`config.mk`:
```
export PLATFORM = sky130hd
export DESIGN_NAME = gamepad_cursor_emulator
export DESIGN_NICKNAME = d
export VERILOG_FILES = /design/src/sv/gce_pkg.sv /design/src/sv/gce_axis.sv /design/src/sv/gamepad_cursor_emulator.sv
export SDC_FILE = /design/constraint.sdc
export NUM_CORES = 2
export LEC_CHECK = 0
export ABC_AREA = 0
export BUFFER_PORTS_ARGS = -buffer_cell sky130_fd_sc_hd__buf_2
export CAP_MARGIN = 5
export CELL_PAD_IN_SITES_DETAIL_PLACEMENT = 0
export CELL_PAD_IN_SITES_GLOBAL_PLACEMENT = 1
export CORE_AREA = 2 2 304 306
export CTS_CLUSTER_DIAMETER = 50
export DETAILED_ROUTE_END_ITERATION = 8
export DIE_AREA = 0 0 306 308
export GPL_TIMING_DRIVEN = 0
export PLACE_DENSITY_LB_ADDON = 0.1
export SKIP_CTS_REPAIR_TIMING = 1
export SYNTH_ARGS = -nofsm -noshare
export SYNTH_HDL_FRONTEND = slang
export SYNTH_SLANG_ARGS = --single-unit
```
`constraint.sdc`:
```
create_clock -name clk -period 26.3 [get_ports clk]
set_clock_uncertainty 0.1 [all_clocks]
set_input_delay 7.89 -clock clk [delete_from_list [all_inputs] [get_ports clk]]
set_output_delay 7.89 -clock clk [all_outputs]
set_load 0.02 [all_outputs]
```
`src/sv/gce_pkg.sv`:
```
// Shared types and constants for the gamepad cursor emulator.
// Used by gce_axis and gamepad_cursor_emulator; depends on nothing.
`default_nettype none

package gce_pkg;

  localparam int COORD_BITS_DEF = 12;
  localparam int TIME_BITS_DEF  = 32;

  // stream and config port widths
  localparam int IN_W       = 96;
  localparam int OUT_W      = 64;
  localparam int CFG_IDX_W  = 3;
  localparam int CFG_DATA_W = 16;

  // field widths
  localparam int DEAD_W  = 15;
  localparam int PPS_W   = 12;
  localparam int HOLD_W  = 16;
  localparam int TOAST_W = 16;
  localparam int DIM_W   = 13;
  localparam int AXIS_W  = 16;
  localparam int MOUSE_W = 14;
  localparam int POS_W   = 12;
  localparam int REL_W   = 13;
  localparam int DT_W    = 6;

  // serial multiply-divide lane
  localparam int ADJ_W  = 16;   // |axis| - deadzone, up to 32768
  localparam int MUL_W  = 18;   // speed * dt
  localparam int NUM_W  = 34;   // adj * speed * dt
  localparam int DIV_W  = 25;   // (32767 - deadzone) * 1000
  localparam int STEP_W = 6;

  localparam logic [DEAD_W-1:0]  DEAD_RST  = 15'd6500;
  localparam logic [PPS_W-1:0]   PPS_RST   = 12'd1150;
  localparam logic [HOLD_W-1:0]  HOLD_RST  = 16'd350;
  localparam logic [TOAST_W-1:0] TOAST_RST = 16'd1600;
  localparam logic [DIM_W-1:0]   W_RST     = 13'd1920;
  localparam logic [DIM_W-1:0]   H_RST     = 13'd1080;

  localparam logic [DEAD_W-1:0] DEAD_MAX  = 15'd32766;
  localparam logic [DEAD_W-1:0] AXIS_FULL = 15'd32767;
  localparam int MS_PER_S = 1000;
  localparam int DT_MIN   = 1;
  localparam int DT_MAX   = 50;
  localparam int DT_FIRST = 16;

  typedef enum logic [CFG_IDX_W-1:0] {
    REG_DEADZONE = 3'd0,
    REG_SPEED    = 3'd1,
    REG_HOLD     = 3'd2,
    REG_TOAST    = 3'd3,
    REG_WIDTH    = 3'd4,
    REG_HEIGHT   = 3'd5
  } cfg_reg_t;

  typedef enum logic [1:0] {
    TOG_NONE = 2'd0,
    TOG_ON   = 2'd1,
    TOG_OFF  = 2'd2
  } toggle_t;

  typedef enum logic [1:0] {
    BEV_NONE    = 2'd0,
    BEV_PRESS   = 2'd1,
    BEV_RELEASE = 2'd2
  } bev_t;

  typedef struct packed {
    logic [ADJ_W-1:0] adj;
    logic [MUL_W-1:0] mult;
    logic [DIV_W-1:0] divisor;
  } axis_op_t;

  typedef struct packed {
    logic             busy;
    logic [NUM_W-1:0] quot;
  } axis_res_t;

endpackage

`default_nettype wire

```
`src/sv/gce_axis.sv`:
```
// One axis lane: bit-serial multiply of adj by mult, then restoring divide.
// Depends on gce_pkg.
`default_nettype none

module gce_axis (
  input  logic               clk,
  input  logic               rst,
  input  logic               start,
  input  gce_pkg::axis_op_t  op,
  output gce_pkg::axis_res_t res
);
  import gce_pkg::*;

  typedef enum logic [2:0] {
    P_IDLE = 3'b001,
    P_MUL  = 3'b010,
    P_DIV  = 3'b100
  } phase_t;

  phase_t            phase;
  logic [ADJ_W-1:0]  mcand;
  logic [MUL_W-1:0]  mplier;
  logic [DIV_W-1:0]  divisor;
  logic [NUM_W-1:0]  acc;
  logic [DIV_W-1:0]  rem;
  logic [STEP_W-1:0] cnt;

  logic [DIV_W:0]    trial;
  logic              fits;

  always_comb begin
    trial = {rem, acc[NUM_W-1]};
    fits  = trial >= {1'b0, divisor};
  end

  always_ff @(posedge clk) begin
    if (rst) begin
      phase <= P_IDLE;
    end else begin
      unique case (phase)
        P_IDLE: begin
          if (start) begin
            mcand   <= op.adj;
            mplier  <= op.mult;
            divisor <= op.divisor;
            acc     <= '0;
            cnt     <= STEP_W'(MUL_W - 1);
            phase   <= P_MUL;
          end
        end
        P_MUL: begin
          // msb first: acc = 2*acc + bit*mcand
          acc    <= (acc << 1) + (mplier[MUL_W-1] ? NUM_W'(mcand) : '0);
          mplier <= mplier << 1;
          if (cnt == '0) begin
            rem   <= '0;
            cnt   <= STEP_W'(NUM_W - 1);
            phase <= P_DIV;
          end else begin
            cnt <= cnt - 1'b1;
          end
        end
        P_DIV: begin
          rem <= fits ? DIV_W'(trial - {1'b0, divisor}) : trial[DIV_W-1:0];
          acc <= {acc[NUM_W-2:0], fits};
          if (cnt == '0) begin
            phase <= P_IDLE;
          end else begin
            cnt <= cnt - 1'b1;
          end
        end
        default: phase <= P_IDLE;
      endcase
    end
  end

  assign res.busy = (phase != P_IDLE);
  assign res.quot = acc;

  a_start_idle: assert property (@(posedge clk) disable iff (rst)
    start |-> phase == P_IDLE)
    else $error("lane started while busy");

  a_rem_below_div: assert property (@(posedge clk) disable iff (rst)
    phase == P_DIV |-> rem < divisor)
    else $error("partial remainder not below divisor");

  a_mul_to_div: assert property (@(posedge clk) disable iff (rst)
    (phase == P_MUL && cnt == '0) |=> phase == P_DIV)
    else $error("multiply did not hand over to divide");

  a_div_ends: assert property (@(posedge clk) disable iff (rst)
    (phase == P_DIV && cnt == '0) |=> !res.busy)
    else $error("divide did not finish on its last step");

endmodule

`default_nettype wire

```
`src/sv/gamepad_cursor_emulator.sv`:
```
// Top level of the gamepad cursor emulator: config registers, tick sequencer,
// output word register. Depends on gce_pkg and gce_axis (two lanes).
`default_nettype none

// One poll tick is taken per input word and gives one output word. A tick that
// moves the cursor (cursor mode on and pad present) goes through the control,
// prepare, run, saturate and move steps: two serial lanes, one per axis, each
// run 18 multiply steps and 34 divide steps of one bit. Any other tick goes
// from the control step straight to the output step. The next tick is taken
// once the current one has been placed in the output register; a full output
// register that is not taken holds the sequencer at its last step.
// Configuration writes are always ready and take effect at once, also mid-tick.
module gamepad_cursor_emulator #(
  parameter int COORD_BITS = gce_pkg::COORD_BITS_DEF,
  parameter int TIME_BITS  = gce_pkg::TIME_BITS_DEF
) (
  input  logic                           clk,
  input  logic                           rst,
  // s_tdata, lsb up: now_ms[31:0], pad_present, left_click, right_click,
  //   axis_x[15:0], axis_y[15:0], south_button, mouse_x[13:0], mouse_y[13:0]
  input  logic                           s_tvalid,
  output logic                           s_tready,
  input  logic [gce_pkg::IN_W-1:0]       s_tdata,
  // m_tdata, lsb up: mode_on, toggle_event[1:0], pos_x[11:0], pos_y[11:0],
  //   motion_valid, rel_x[12:0], rel_y[12:0], motion_held, button_event[1:0],
  //   toast_visible, zero fill[5:0]
  output logic                           m_tvalid,
  input  logic                           m_tready,
  output logic [gce_pkg::OUT_W-1:0]      m_tdata,
  input  logic                           cfg_valid,
  output logic                           cfg_ready,
  input  logic [gce_pkg::CFG_IDX_W-1:0]  cfg_index,
  input  logic [gce_pkg::CFG_DATA_W-1:0] cfg_data
);
  import gce_pkg::*;

  localparam int CW1 = COORD_BITS + 1;
  localparam int CSW = COORD_BITS + 3;
  localparam logic [NUM_W-1:0] STEP_LIM = NUM_W'(1) << COORD_BITS;

  typedef enum logic [6:0] {
    S_IDLE = 7'b0000001,
    S_CTRL = 7'b0000010,
    S_PREP = 7'b0000100,
    S_RUN  = 7'b0001000,
    S_SAT  = 7'b0010000,
    S_MOVE = 7'b0100000,
    S_FIN  = 7'b1000000
  } state_t;

  typedef struct packed {
    logic [5:0]       fill;
    logic             toast_visible;
    logic [1:0]       button_event;
    logic             motion_held;
    logic [REL_W-1:0] rel_y;
    logic [REL_W-1:0] rel_x;
    logic             motion_valid;
    logic [POS_W-1:0] pos_y;
    logic [POS_W-1:0] pos_x;
    logic [1:0]       toggle_event;
    logic             mode_on;
  } out_word_t;

  // config
  logic [DEAD_W-1:0]  r_dead;
  logic [PPS_W-1:0]   r_pps;
  logic [HOLD_W-1:0]  r_hold;
  logic [TOAST_W-1:0] r_toast;
  logic [DIM_W-1:0]   r_w;
  logic [DIM_W-1:0]   r_h;

  // tick state
  state_t                state;
  logic                  mode;
  logic                  chord_tracking;
  logic                  chord_latched;
  logic [TIME_BITS-1:0]  chord_start;
  logic [TIME_BITS-1:0]  last_move;
  logic [TIME_BITS-1:0]  toast_deadline;
  logic                  click_held;
  logic [COORD_BITS-1:0] cursor_x;
  logic [COORD_BITS-1:0] cursor_y;

  // latched input word
  logic [TIME_BITS-1:0] in_now;
  logic                 in_pad;
  logic                 in_lc;
  logic                 in_rc;
  logic [AXIS_W-1:0]    in_ax;
  logic [AXIS_W-1:0]    in_ay;
  logic                 in_south;
  logic [MOUSE_W-1:0]   in_mx;
  logic [MOUSE_W-1:0]   in_my;

  // per-tick working registers
  toggle_t          tog_r;
  bev_t             bev_r;
  logic             mv_r;
  logic             mheld_r;
  logic [REL_W-1:0] rel_x_r;
  logic [REL_W-1:0] rel_y_r;
  logic [DT_W-1:0]  dt_r;
  logic             act_x;
  logic             act_y;
  logic             neg_x;
  logic             neg_y;
  logic [CW1-1:0]   qs_x;
  logic [CW1-1:0]   qs_y;
  out_word_t        o_word;

  // derived config
  logic [DEAD_W-1:0] dzs;
  logic [DEAD_W-1:0] span;
  logic [DIV_W-1:0]  divisor;
  logic [CW1-1:0]    w_dim;
  logic [CW1-1:0]    h_dim;

  // control step
  logic                 chord_ok;
  logic                 do_toggle;
  logic                 tog_on;
  logic                 run_motion;
  logic [TIME_BITS-1:0] lm_eff;
  logic [TIME_BITS-1:0] elapsed;
  logic [DT_W-1:0]      dt;
  logic                 mouse_out;

  // lane setup
  logic [AXIS_W-1:0] mag_x;
  logic [AXIS_W-1:0] mag_y;
  logic [MUL_W-1:0]  mult;
  logic              lane_start;
  axis_op_t          op_x;
  axis_op_t          op_y;
  axis_res_t         res_x;
  axis_res_t         res_y;

  // move step
  logic signed [CSW-1:0] ox;
  logic signed [CSW-1:0] oy;
  logic signed [CSW-1:0] nx;
  logic signed [CSW-1:0] ny;
  logic signed [CSW-1:0] dif_x;
  logic signed [CSW-1:0] dif_y;

  function automatic logic [CW1-1:0] dim_of(input logic [DIM_W-1:0] v);
    logic [15:0] lim;
    lim = 16'(1) << COORD_BITS;
    if (v == '0) return CW1'(1);
    if (16'(v) > lim) return CW1'(lim);
    return CW1'(v);
  endfunction

  function automatic logic [CW1-1:0] sat_step(input logic [NUM_W-1:0] q);
    if (q == '0) return CW1'(1);
    if (q > STEP_LIM) return CW1'(STEP_LIM);
    return CW1'(q);
  endfunction

  function automatic logic signed [CSW-1:0] new_pos(
    input logic [COORD_BITS-1:0] cur,
    input logic [CW1-1:0]        step,
    input logic                  neg,
    input logic [CW1-1:0]        dim
  );
    logic signed [CSW-1:0] sum;
    logic signed [CSW-1:0] hi;
    sum = neg ? $signed(CSW'(cur)) - $signed(CSW'(step))
              : $signed(CSW'(cur)) + $signed(CSW'(step));
    hi  = $signed(CSW'(dim - 1'b1));
    if (sum < 0) return '0;
    if (sum > hi) return hi;
    return sum;
  endfunction

  always_comb begin
    dzs     = (r_dead > DEAD_MAX) ? DEAD_MAX : r_dead;
    span    = AXIS_FULL - dzs;
    divisor = DIV_W'(span) * DIV_W'(MS_PER_S);
    w_dim   = dim_of(r_w);
    h_dim   = dim_of(r_h);
  end

  always_comb begin
    chord_ok   = in_pad && in_lc && in_rc;
    do_toggle  = chord_ok && chord_tracking && !chord_latched &&
                 ((in_now - chord_start) >= TIME_BITS'(r_hold));
    tog_on     = do_toggle && !mode;
    run_motion = (mode ^ do_toggle) && in_pad;
    lm_eff     = tog_on ? in_now : last_move;
    elapsed    = in_now - lm_eff;
    if (lm_eff == '0) begin
      dt = DT_W'(DT_FIRST);
    end else if (elapsed < TIME_BITS'(DT_MIN)) begin
      dt = DT_W'(DT_MIN);
    end else if (elapsed > TIME_BITS'(DT_MAX)) begin
      dt = DT_W'(DT_MAX);
    end else begin
      dt = DT_W'(elapsed);
    end
    mouse_out = in_mx[MOUSE_W-1] || (16'(in_mx[MOUSE_W-2:0]) >= 16'(w_dim)) ||
                in_my[MOUSE_W-1] || (16'(in_my[MOUSE_W-2:0]) >= 16'(h_dim));
  end

  always_comb begin
    mag_x      = in_ax[AXIS_W-1] ? AXIS_W'(-in_ax) : in_ax;
    mag_y      = in_ay[AXIS_W-1] ? AXIS_W'(-in_ay) : in_ay;
    mult       = MUL_W'(r_pps) * MUL_W'(dt_r);
    lane_start = (state == S_PREP);
    op_x       = '{adj: ADJ_W'(mag_x - AXIS_W'(dzs)), mult: mult, divisor: divisor};
    op_y       = '{adj: ADJ_W'(mag_y - AXIS_W'(dzs)), mult: mult, divisor: divisor};
  end

  always_comb begin
    ox    = $signed(CSW'(cursor_x));
    oy    = $signed(CSW'(cursor_y));
    nx    = new_pos(cursor_x, qs_x, neg_x, w_dim);
    ny    = new_pos(cursor_y, qs_y, neg_y, h_dim);
    dif_x = nx - ox;
    dif_y = ny - oy;
  end

  gce_axis u_lane_x (
    .clk   (clk),
    .rst   (rst),
    .start (lane_start),
    .op    (op_x),
    .res   (res_x)
  );

  gce_axis u_lane_y (
    .clk   (clk),
    .rst   (rst),
    .start (lane_start),
    .op    (op_y),
    .res   (res_y)
  );

  assign cfg_ready = 1'b1;

  always_ff @(posedge clk) begin
    if (rst) begin
      r_dead  <= DEAD_RST;
      r_pps   <= PPS_RST;
      r_hold  <= HOLD_RST;
      r_toast <= TOAST_RST;
      r_w     <= W_RST;
      r_h     <= H_RST;
    end else if (cfg_valid && cfg_ready) begin
      unique case (cfg_index)
        REG_DEADZONE: r_dead  <= cfg_data[DEAD_W-1:0];
        REG_SPEED:    r_pps   <= cfg_data[PPS_W-1:0];
        REG_HOLD:     r_hold  <= cfg_data[HOLD_W-1:0];
        REG_TOAST:    r_toast <= cfg_data[TOAST_W-1:0];
        REG_WIDTH:    r_w     <= cfg_data[DIM_W-1:0];
        REG_HEIGHT:   r_h     <= cfg_data[DIM_W-1:0];
        default: ;
      endcase
    end
  end

  assign s_tready = (state == S_IDLE);

  always_ff @(posedge clk) begin
    if (rst) begin
      state          <= S_IDLE;
      mode           <= 1'b0;
      chord_tracking <= 1'b0;
      chord_latched  <= 1'b0;
      chord_start    <= '0;
      last_move      <= '0;
      toast_deadline <= '0;
      click_held     <= 1'b0;
      cursor_x       <= '0;
      cursor_y       <= '0;
      m_tvalid       <= 1'b0;
    end else begin
      if (m_tvalid && m_tready) begin
        m_tvalid <= 1'b0;
      end
      unique case (state)
        S_IDLE: begin
          if (s_tvalid) begin
            in_now   <= TIME_BITS'(s_tdata[31:0]);
            in_pad   <= s_tdata[32];
            in_lc    <= s_tdata[33];
            in_rc    <= s_tdata[34];
            in_ax    <= s_tdata[50:35];
            in_ay    <= s_tdata[66:51];
            in_south <= s_tdata[67];
            in_mx    <= s_tdata[81:68];
            in_my    <= s_tdata[95:82];
            state    <= S_CTRL;
          end
        end
        S_CTRL: begin
          bev_r   <= BEV_NONE;
          tog_r   <= TOG_NONE;
          mv_r    <= 1'b0;
          mheld_r <= 1'b0;
          rel_x_r <= '0;
          rel_y_r <= '0;
          dt_r    <= dt;
          if (!in_pad && click_held) begin
            bev_r      <= BEV_RELEASE;
            click_held <= 1'b0;
          end
          if (!chord_ok) begin
            chord_tracking <= 1'b0;
            chord_latched  <= 1'b0;
          end else if (!chord_tracking) begin
            chord_tracking <= 1'b1;
            chord_start    <= in_now;
          end else if (do_toggle) begin
            chord_latched  <= 1'b1;
            mode           <= !mode;
            toast_deadline <= in_now + TIME_BITS'(r_toast);
            if (tog_on) begin
              tog_r <= TOG_ON;
              if (mouse_out) begin
                cursor_x <= COORD_BITS'(w_dim >> 1);
                cursor_y <= COORD_BITS'(h_dim >> 1);
              end else begin
                cursor_x <= COORD_BITS'(in_mx[MOUSE_W-2:0]);
                cursor_y <= COORD_BITS'(in_my[MOUSE_W-2:0]);
              end
            end else begin
              tog_r <= TOG_OFF;
              if (click_held) begin
                bev_r      <= BEV_RELEASE;
                click_held <= 1'b0;
              end
            end
          end
          if (run_motion) begin
            last_move <= in_now;
            state     <= S_PREP;
          end else begin
            state <= S_FIN;
          end
        end
        S_PREP: begin
          act_x <= mag_x > AXIS_W'(dzs);
          act_y <= mag_y > AXIS_W'(dzs);
          neg_x <= in_ax[AXIS_W-1];
          neg_y <= in_ay[AXIS_W-1];
          state <= S_RUN;
        end
        S_RUN: begin
          if (!res_x.busy && !res_y.busy) begin
            state <= S_SAT;
          end
        end
        S_SAT: begin
          qs_x  <= act_x ? sat_step(res_x.quot) : '0;
          qs_y  <= act_y ? sat_step(res_y.quot) : '0;
          state <= S_MOVE;
        end
        S_MOVE: begin
          if (act_x || act_y) begin
            cursor_x <= nx[COORD_BITS-1:0];
            cursor_y <= ny[COORD_BITS-1:0];
            rel_x_r  <= REL_W'(dif_x);
            rel_y_r  <= REL_W'(dif_y);
            mv_r     <= 1'b1;
            mheld_r  <= click_held;
          end
          if (in_south != click_held) begin
            bev_r      <= in_south ? BEV_PRESS : BEV_RELEASE;
            click_held <= in_south;
          end
          state <= S_FIN;
        end
        S_FIN: begin
          if (!m_tvalid || m_tready) begin
            o_word.fill          <= '0;
            o_word.toast_visible <= in_now < toast_deadline;
            o_word.button_event  <= bev_r;
            o_word.motion_held   <= mheld_r;
            o_word.rel_y         <= rel_y_r;
            o_word.rel_x         <= rel_x_r;
            o_word.motion_valid  <= mv_r;
            o_word.pos_y         <= POS_W'(cursor_y);
            o_word.pos_x         <= POS_W'(cursor_x);
            o_word.toggle_event  <= tog_r;
            o_word.mode_on       <= mode;
            m_tvalid             <= 1'b1;
            state                <= S_IDLE;
          end
        end
        default: state <= S_IDLE;
      endcase
    end
  end

  assign m_tdata = o_word;

  a_toggle_on_mode: assert property (@(posedge clk) disable iff (rst)
    (m_tvalid && o_word.toggle_event == TOG_ON) |-> o_word.mode_on)
    else $error("turn-on word without cursor mode");

  a_motion_mode: assert property (@(posedge clk) disable iff (rst)
    (m_tvalid && o_word.motion_valid) |-> o_word.mode_on)
    else $error("motion word outside cursor mode");

  a_cursor_bound: assert property (@(posedge clk) disable iff (rst)
    (state == S_FIN && mv_r) |-> ({1'b0, cursor_x} < w_dim && {1'b0, cursor_y} < h_dim))
    else $error("cursor beyond window after motion");

  a_lanes_free: assert property (@(posedge clk) disable iff (rst)
    state == S_PREP |-> (!res_x.busy && !res_y.busy))
    else $error("lanes busy at start of motion");

endmodule

`default_nettype wire

```
* Yosys cells after proc, flatten, opt, wreduce, memory -nomap -nowiden
Index checks and enable logic that the tools add are counted.
** Operators by class
- $add $sub $neg :: 22
- $mul :: 2
- $lt $le $gt $ge :: 19
- Equal/unequal tests :: 40
- Mux-type cells :: 138
- Bitwise logic cells :: 3
- Reductions and logical operators :: 71
** Operators by type and width (count)
- 13-bit two-way mux :: 26
- 34-bit case mux with 3 select lines :: 2
- 12-bit two-way mux :: 12
- 25-bit two-way mux :: 4
- 25-bit case mux with 2 select lines :: 2
- 18-bit case mux with 2 select lines :: 2
- 34-bit adder :: 2
- 34-bit by 13-bit > comparator with 1-bit output (second input constant) :: 2
- 34-bit zero test :: 2
- 16-bit two-way mux :: 4
- 32-bit subtractor :: 2
- 3-bit AND reduction :: 18
- 26-bit by 25-bit >= comparator with 1-bit output :: 2
- 13-bit case mux with 2 select lines :: 2
- 25-bit subtractor :: 2
- 7-bit case mux with 7 select lines :: 1
- 12-bit case mux with 2 select lines :: 2
- 15-bit two-way mux :: 3
- 1-bit two-way mux :: 42
- 6-bit two-way mux :: 6
- 6-bit case mux with 3 select lines :: 2
- 34-bit two-way mux :: 1
- 32-bit by 16-bit adder with 32-bit output :: 1
- 32-bit by 16-bit >= comparator with 1-bit output :: 1
- 58 further kinds :: 152
** Storage, ports and cells
- Register bits :: 687
- Input bits :: 120
- Output and inout bits :: 67
- Word-level logic and storage cells :: 360

* Depth between registers and ports, before layout
- Depth in word-level cells :: 15
- Gate-level depth with buffers :: 40
- Depth with buffers taken out :: 36

* Cells and area by module
From an unflattened synthesis, not the netlist that was laid out.
** Second synthesis, totals
- Cell total of the unflattened synthesis :: 5404
- Area, all modules :: 49144.6 um^2
** By module, submodules not included
- gamepad_cursor_emulator :: times used 1, cells each 3942, area an instance 33923.8 um^2, sequential area each 11010.6 um^2
- gce_axis at u_lane_y :: times used 1, cells each 747, area an instance 7713.6 um^2, sequential area each 3783.6 um^2
- gce_axis at u_lane_x :: times used 1, cells each 715, area an instance 7507.2 um^2, sequential area each 3783.6 um^2

* Worst setup path after synthesis
Ideal clock, no wire load.
- Path kind :: input to register
- Start point :: in rst
- End point :: reg o_word (netlist bit m_tdata[0]), enable pin
- Library setup time :: 0.545 ns
- Arrival time :: 12.471 ns
- Data required time :: 25.655 ns
- Slack :: 13.184 ns
- Stages on the path :: 4
- Path buffers :: 3
- Path through :: clkbuf_1 > clkbuf_1 > clkbuf_1 > nor3_1
** On the way
- Longest elaborated chain between the ends :: 2
** Ends and longest elaborated chain
- start: declaration :: line gamepad_cursor_emulator.sv:18 : input logic rst,
- 1-bit inverter (no line)
- 3-bit AND reduction (no line)
- end: declaration :: line gamepad_cursor_emulator.sv:110 : out_word_t o_word;
Every way passes these cells.
A chain may end at the register's enable or synchronous reset.

* Worst setup path after layout
- Start point :: reg in_now[1]
- End point :: reg dt_r[4], data pin
** On the way
- Longest elaborated chain between the ends :: 9
- Elaborated cells between the ends (all ways) :: 11
- Classes of those cells :: 2 x add/sub; 3 x order compare; 3 x mux; 3 x reduce/logical
** Ends and longest elaborated chain
- start: declaration :: line gamepad_cursor_emulator.sv:86 : logic [TIME_BITS-1:0] in_now;
- start signal: assignment :: line gamepad_cursor_emulator.sv:285 : in_now <= TIME_BITS'(s_tdata[31:0]);
- 32-bit subtractor (*) :: line gamepad_cursor_emulator.sv:188 : ((in_now - chord_start) >= TIME_BITS'(r_hold));
- 32-bit by 16-bit >= comparator with 1-bit output (*) :: line gamepad_cursor_emulator.sv:188
- 1-bit logical AND (*) :: line gamepad_cursor_emulator.sv:187 : do_toggle = chord_ok && chord_tracking && !chord_latched &&
- 1-bit logical AND (*) :: line gamepad_cursor_emulator.sv:189 : tog_on = do_toggle && !mode;
- net tog_on :: line gamepad_cursor_emulator.sv:122 : logic tog_on;
- 32-bit two-way mux (*) :: line gamepad_cursor_emulator.sv:191 : lm_eff = tog_on ? in_now : last_move;
- 32-bit subtractor :: line gamepad_cursor_emulator.sv:192 : elapsed = in_now - lm_eff;
- 32-bit by 6-bit > comparator with 1-bit output :: line gamepad_cursor_emulator.sv:197 : end else if (elapsed > TIME_BITS'(DT_MAX)) begin
- 6-bit two-way mux :: line gamepad_cursor_emulator.sv:197
- 5-bit two-way mux :: line gamepad_cursor_emulator.sv:195 : end else if (elapsed < TIME_BITS'(DT_MIN)) begin
- end signal: assignment :: line gamepad_cursor_emulator.sv:304 : dt_r <= dt;
- end: declaration :: line gamepad_cursor_emulator.sv:103 : logic [DT_W-1:0] dt_r;
The timed path passes the listed nets; every way through them passes the cells marked *.

==> impl_results.md <==
- FMAX: 88.6 MHz
- Share of post-route cells with drive strength above 1: under 10%
- Die Wd: between 300 and 400 um
- WL/cell: around 20 um
- Syn Inst Count: ~5300
- Async set or reset register ratio after synthesis: 0%
- DRT Pass-1 Iters: 7
- Sequential cell area: around 0.018 mm2
- Post-layout nets: around 6200
- Pwr dens: between 50 and 60 mW/mm2
- Worst-Margin Slew: between 1000 and 1500 ps
- CP max stage delay: 710 ps
- DRT antenna net count: 0
- Fill count: around 8000
- FF+latch count, synth: ~700
- Clock share of power: a little over two fifths
- Sw frac: 27.8%
- I/O pins: around 190
- Non-filler cells in the finished layout: roughly 6800
- Minimum clock period: 11280 ps
- Outcome: finished, final reports clean
- Hold Vio Cnt, Final: 0
- Num CTS Buffers: 90
- Gate power share: between 15 and 20%
- Gpl congestion: between 0.9 and 1
- Largest net degree at the start of global routing: 62
- Largest delay share family, worst path: simple AND/OR/NAND/NOR gates
- TritonCTS clock tree: built
- Nature of the critical path startpoint: register
- Fin crit share: a little over two fifths
- Seq pwr share: approximately two fifths
- Core outline area: just over 0.09 mm2
- Required time of the critical path: 26600 ps
- Setup-failing EPs final: 0
- Post-synth top area share: 29.1%
- Worst hold slack: 316 ps
- Clock Tree Buf Depth: 3
- Sw Pwr: approximately 0.83 mW
- Leak: ~22 nW
- Grt ovf: 0
- Crit-path slowest cell: edfxtp_1
- Multi-input gate area: roughly 0.027 mm2
- Synth Cell Area: between 0.04 and 0.05 mm2
- Crit path max fanout: 10
- Synth area leader: edfxtp_1
- Die area: between 0.09 and 0.1 mm2
- Pre-CTS worst setup slack: between 10000 and 15000 ps
- Placed cells: approximately 6600
- Primary FF master, synth: edfxtp_1
- Sequential share of the synthesized area: a little under two fifths
- Clk sinks: around 690
- # rows: 111
- Global-route usage over all layers: between 20% and 30%
- Vias in the first global route: approximately 37000
- VDD IR max: approximately 50 uV
- CP arrival: ~12000 ps
- Drt via density: 5.80
- DR iter-0 viols: between 3000 and 4000
- Root Buffer: clkbuf_16
- Final WS setup: between 15000 and 20000 ps
- DR vias: 39543
- Clock-pin transition on the worst setup and hold timing paths: roughly 50 ps
- Worst relative slew slack: under 10%
- Setup TNS: 0 ps
- Top cell by count, worst path: a21oi_1
- Crit end category: register
- Crit path buf inv count: 6
- Crit Path Category: register to register
- Yosys Warn Count: 0
- Layout area overhead: 12.2%
- Hold Crit Class: register to register
- Die height: 308 um
- H-tree depth: 3
- # DRC: 0
- EDFF count, synth: 464
- WL final: approximately 140000 um
- Util after Layout: slightly below 60%
- Antenna violations before repair: 5
- Final Max Tran Viols: 0
- Starting Density: 52.7%
- Max Cap Viol: 0
- Cell internal pwr: 2.14 mW
- Syn_area_per_cell: between 9 and 10 um2
- RSZ-0062 raised after global routing: no
- First-pass GRT wire length: 212000 um
- Port Buffers: roughly 180
- Post-DP HPWL: between 100000 and 150000 um
- Top cells by area, synth: edfxtp_1, ha_1, dfxtp_1, nand2_1, a21oi_1
- Clock latency on the worst-skew pair: roughly 670 ps
- Post-synth cell types: a little over 100
-- worst paths after layout --
check	from	to	slack, ps	cells after the start
worst max-delay path	in_now[1]	dt_r[4]	15020	39
worst min-delay path	rel_y_r[3]	m_tdata[44]	320	0
worst max register to register	in_now[1]	dt_r[4]	15020	39
worst min register to register	rel_y_r[3]	m_tdata[44]	320	0
-- sequential cells by signal (all words and copies together), names as in the netlist, 14 cells and up --
| name | count |
|---|---|
| last_move | 32 |
| r_dead | 15 |
| in_my | 14 |
| u_lane_y.rem | 25 |
| u_lane_x.rem | 25 |
| u_lane_x.divisor | 22 |
| in_now | 32 |
| u_lane_y.mcand | 16 |
| u_lane_x.acc | 34 |
| u_lane_x.mplier | 18 |
| chord_start | 32 |
| u_lane_y.mplier | 18 |
| toast_deadline | 32 |
| in_ay | 16 |
| in_mx | 14 |
| u_lane_y.divisor | 22 |
| r_hold | 16 |
| u_lane_y.acc | 34 |
| m_tdata | 58 |
| u_lane_x.mcand | 16 |
| r_toast | 16 |
| in_ax | 16 |
-- cells in the mapped netlist (16+ instances only) --
master    instances
o21ai_1          16
nand2_1         683
o211ai_1         41
fa_1            105
ha_1            440
or4_1            21
xor2_1           70
nor3b_1          25
o21ai_0         265
or2_2            21
a211oi_1         28
o21bai_1         34
clkbuf_1        173
o31ai_1          37
nand3_1         146
nand2b_1         67
a31oi_1          54
nor3_1          108
edfxtp_1        464
xnor2_1         174
inv_1           421
mux2i_1          82
a21boi_0         20
or3_1            23
and3_1           64
mux2_2           24
and2_1           92
o21a_1           29
nor2b_1          62
o41ai_1          17
nor4_1           40
dfxtp_1         223
a21o_1           92
a21oi_1         434
nor2_1          355
nand4_1          82
-- cell usage in the layout, fill, tap and decap left out, drive strengths merged, types with 174 or more instances in the layout --
cell / count
a21oi: 435
ha: 440
clkbuf: 280
inv: 443
buf: 216
dfxtp: 223
nor2: 355
xnor2: 174
o21ai: 281
nand2: 683
edfxtp: 464
-- per-stage QoR --
step	instance area (um2)	power (mW)
after floorplan	47900	1.56
after global routing	53700	3.09
final	53700	2.97
after global placement	50300	1.70
after CTS	53700	2.99
after detailed placement	50600	1.70
-- cell type report --
type / count / share of cell area, %
well taps: 1186 / 2.76
clock inverters: 65 / 1.39
flip-flops and latches: 687 / 34.2
multi-input cells: 3958 / 50.6
plain buffers: 197 / 1.52
diodes: 1 / 0.00466
clock buffers: 104 / 4.46
inverters: 425 / 2.97
repair buffers: 195 / 2.05
-- power by group through the flow --
stage | Combinational (mW) | Clock, mW | Sequential (mW)
2_1_floorplan | 0.338 | 0 | 1.22
3_3_place_gp | 0.467 | 0 | 1.23
3_5_place_dp | 0.470 | 0 | 1.23
4_1_cts | 0.476 | 1.30 | 1.21
5_1_grt | 0.534 | 1.34 | 1.21
6_report | 0.478 | 1.28 | 1.21
-- cell families (layout without fill, tap and decap cells) --
| group | Yosys count | after routing | share of synthesized area (%) |
|---|---|---|---|
| and+or+nand+nor | 1833 | 1833 | 18.2 |
| AOI/OAI and AO/OA | 1214 | 1214 | 15.6 |
| DFF | 687 | 687 | 38.4 |
| buffers and inverters | 622 | 986 | 5.04 |
| adders and majority gates | 547 | 547 | 15.9 |
| xor gates and xnor gates | 244 | 244 | 4.46 |
| muxes | 109 | 109 | 2.35 |
| other | 2 | 12 | 0.0157 |
-- routing by layer --
metal	vias to the layer above	global-route usage [%]	routed length (um)
met1	18909	40.9	64800
met2	1095	46.8	63100
li1	19362	-	-
met5	-	0	0
met4	0	8.26	3310
met3	177	2.95	7080
No activity file was read; power rests on OpenSTA's default activity.
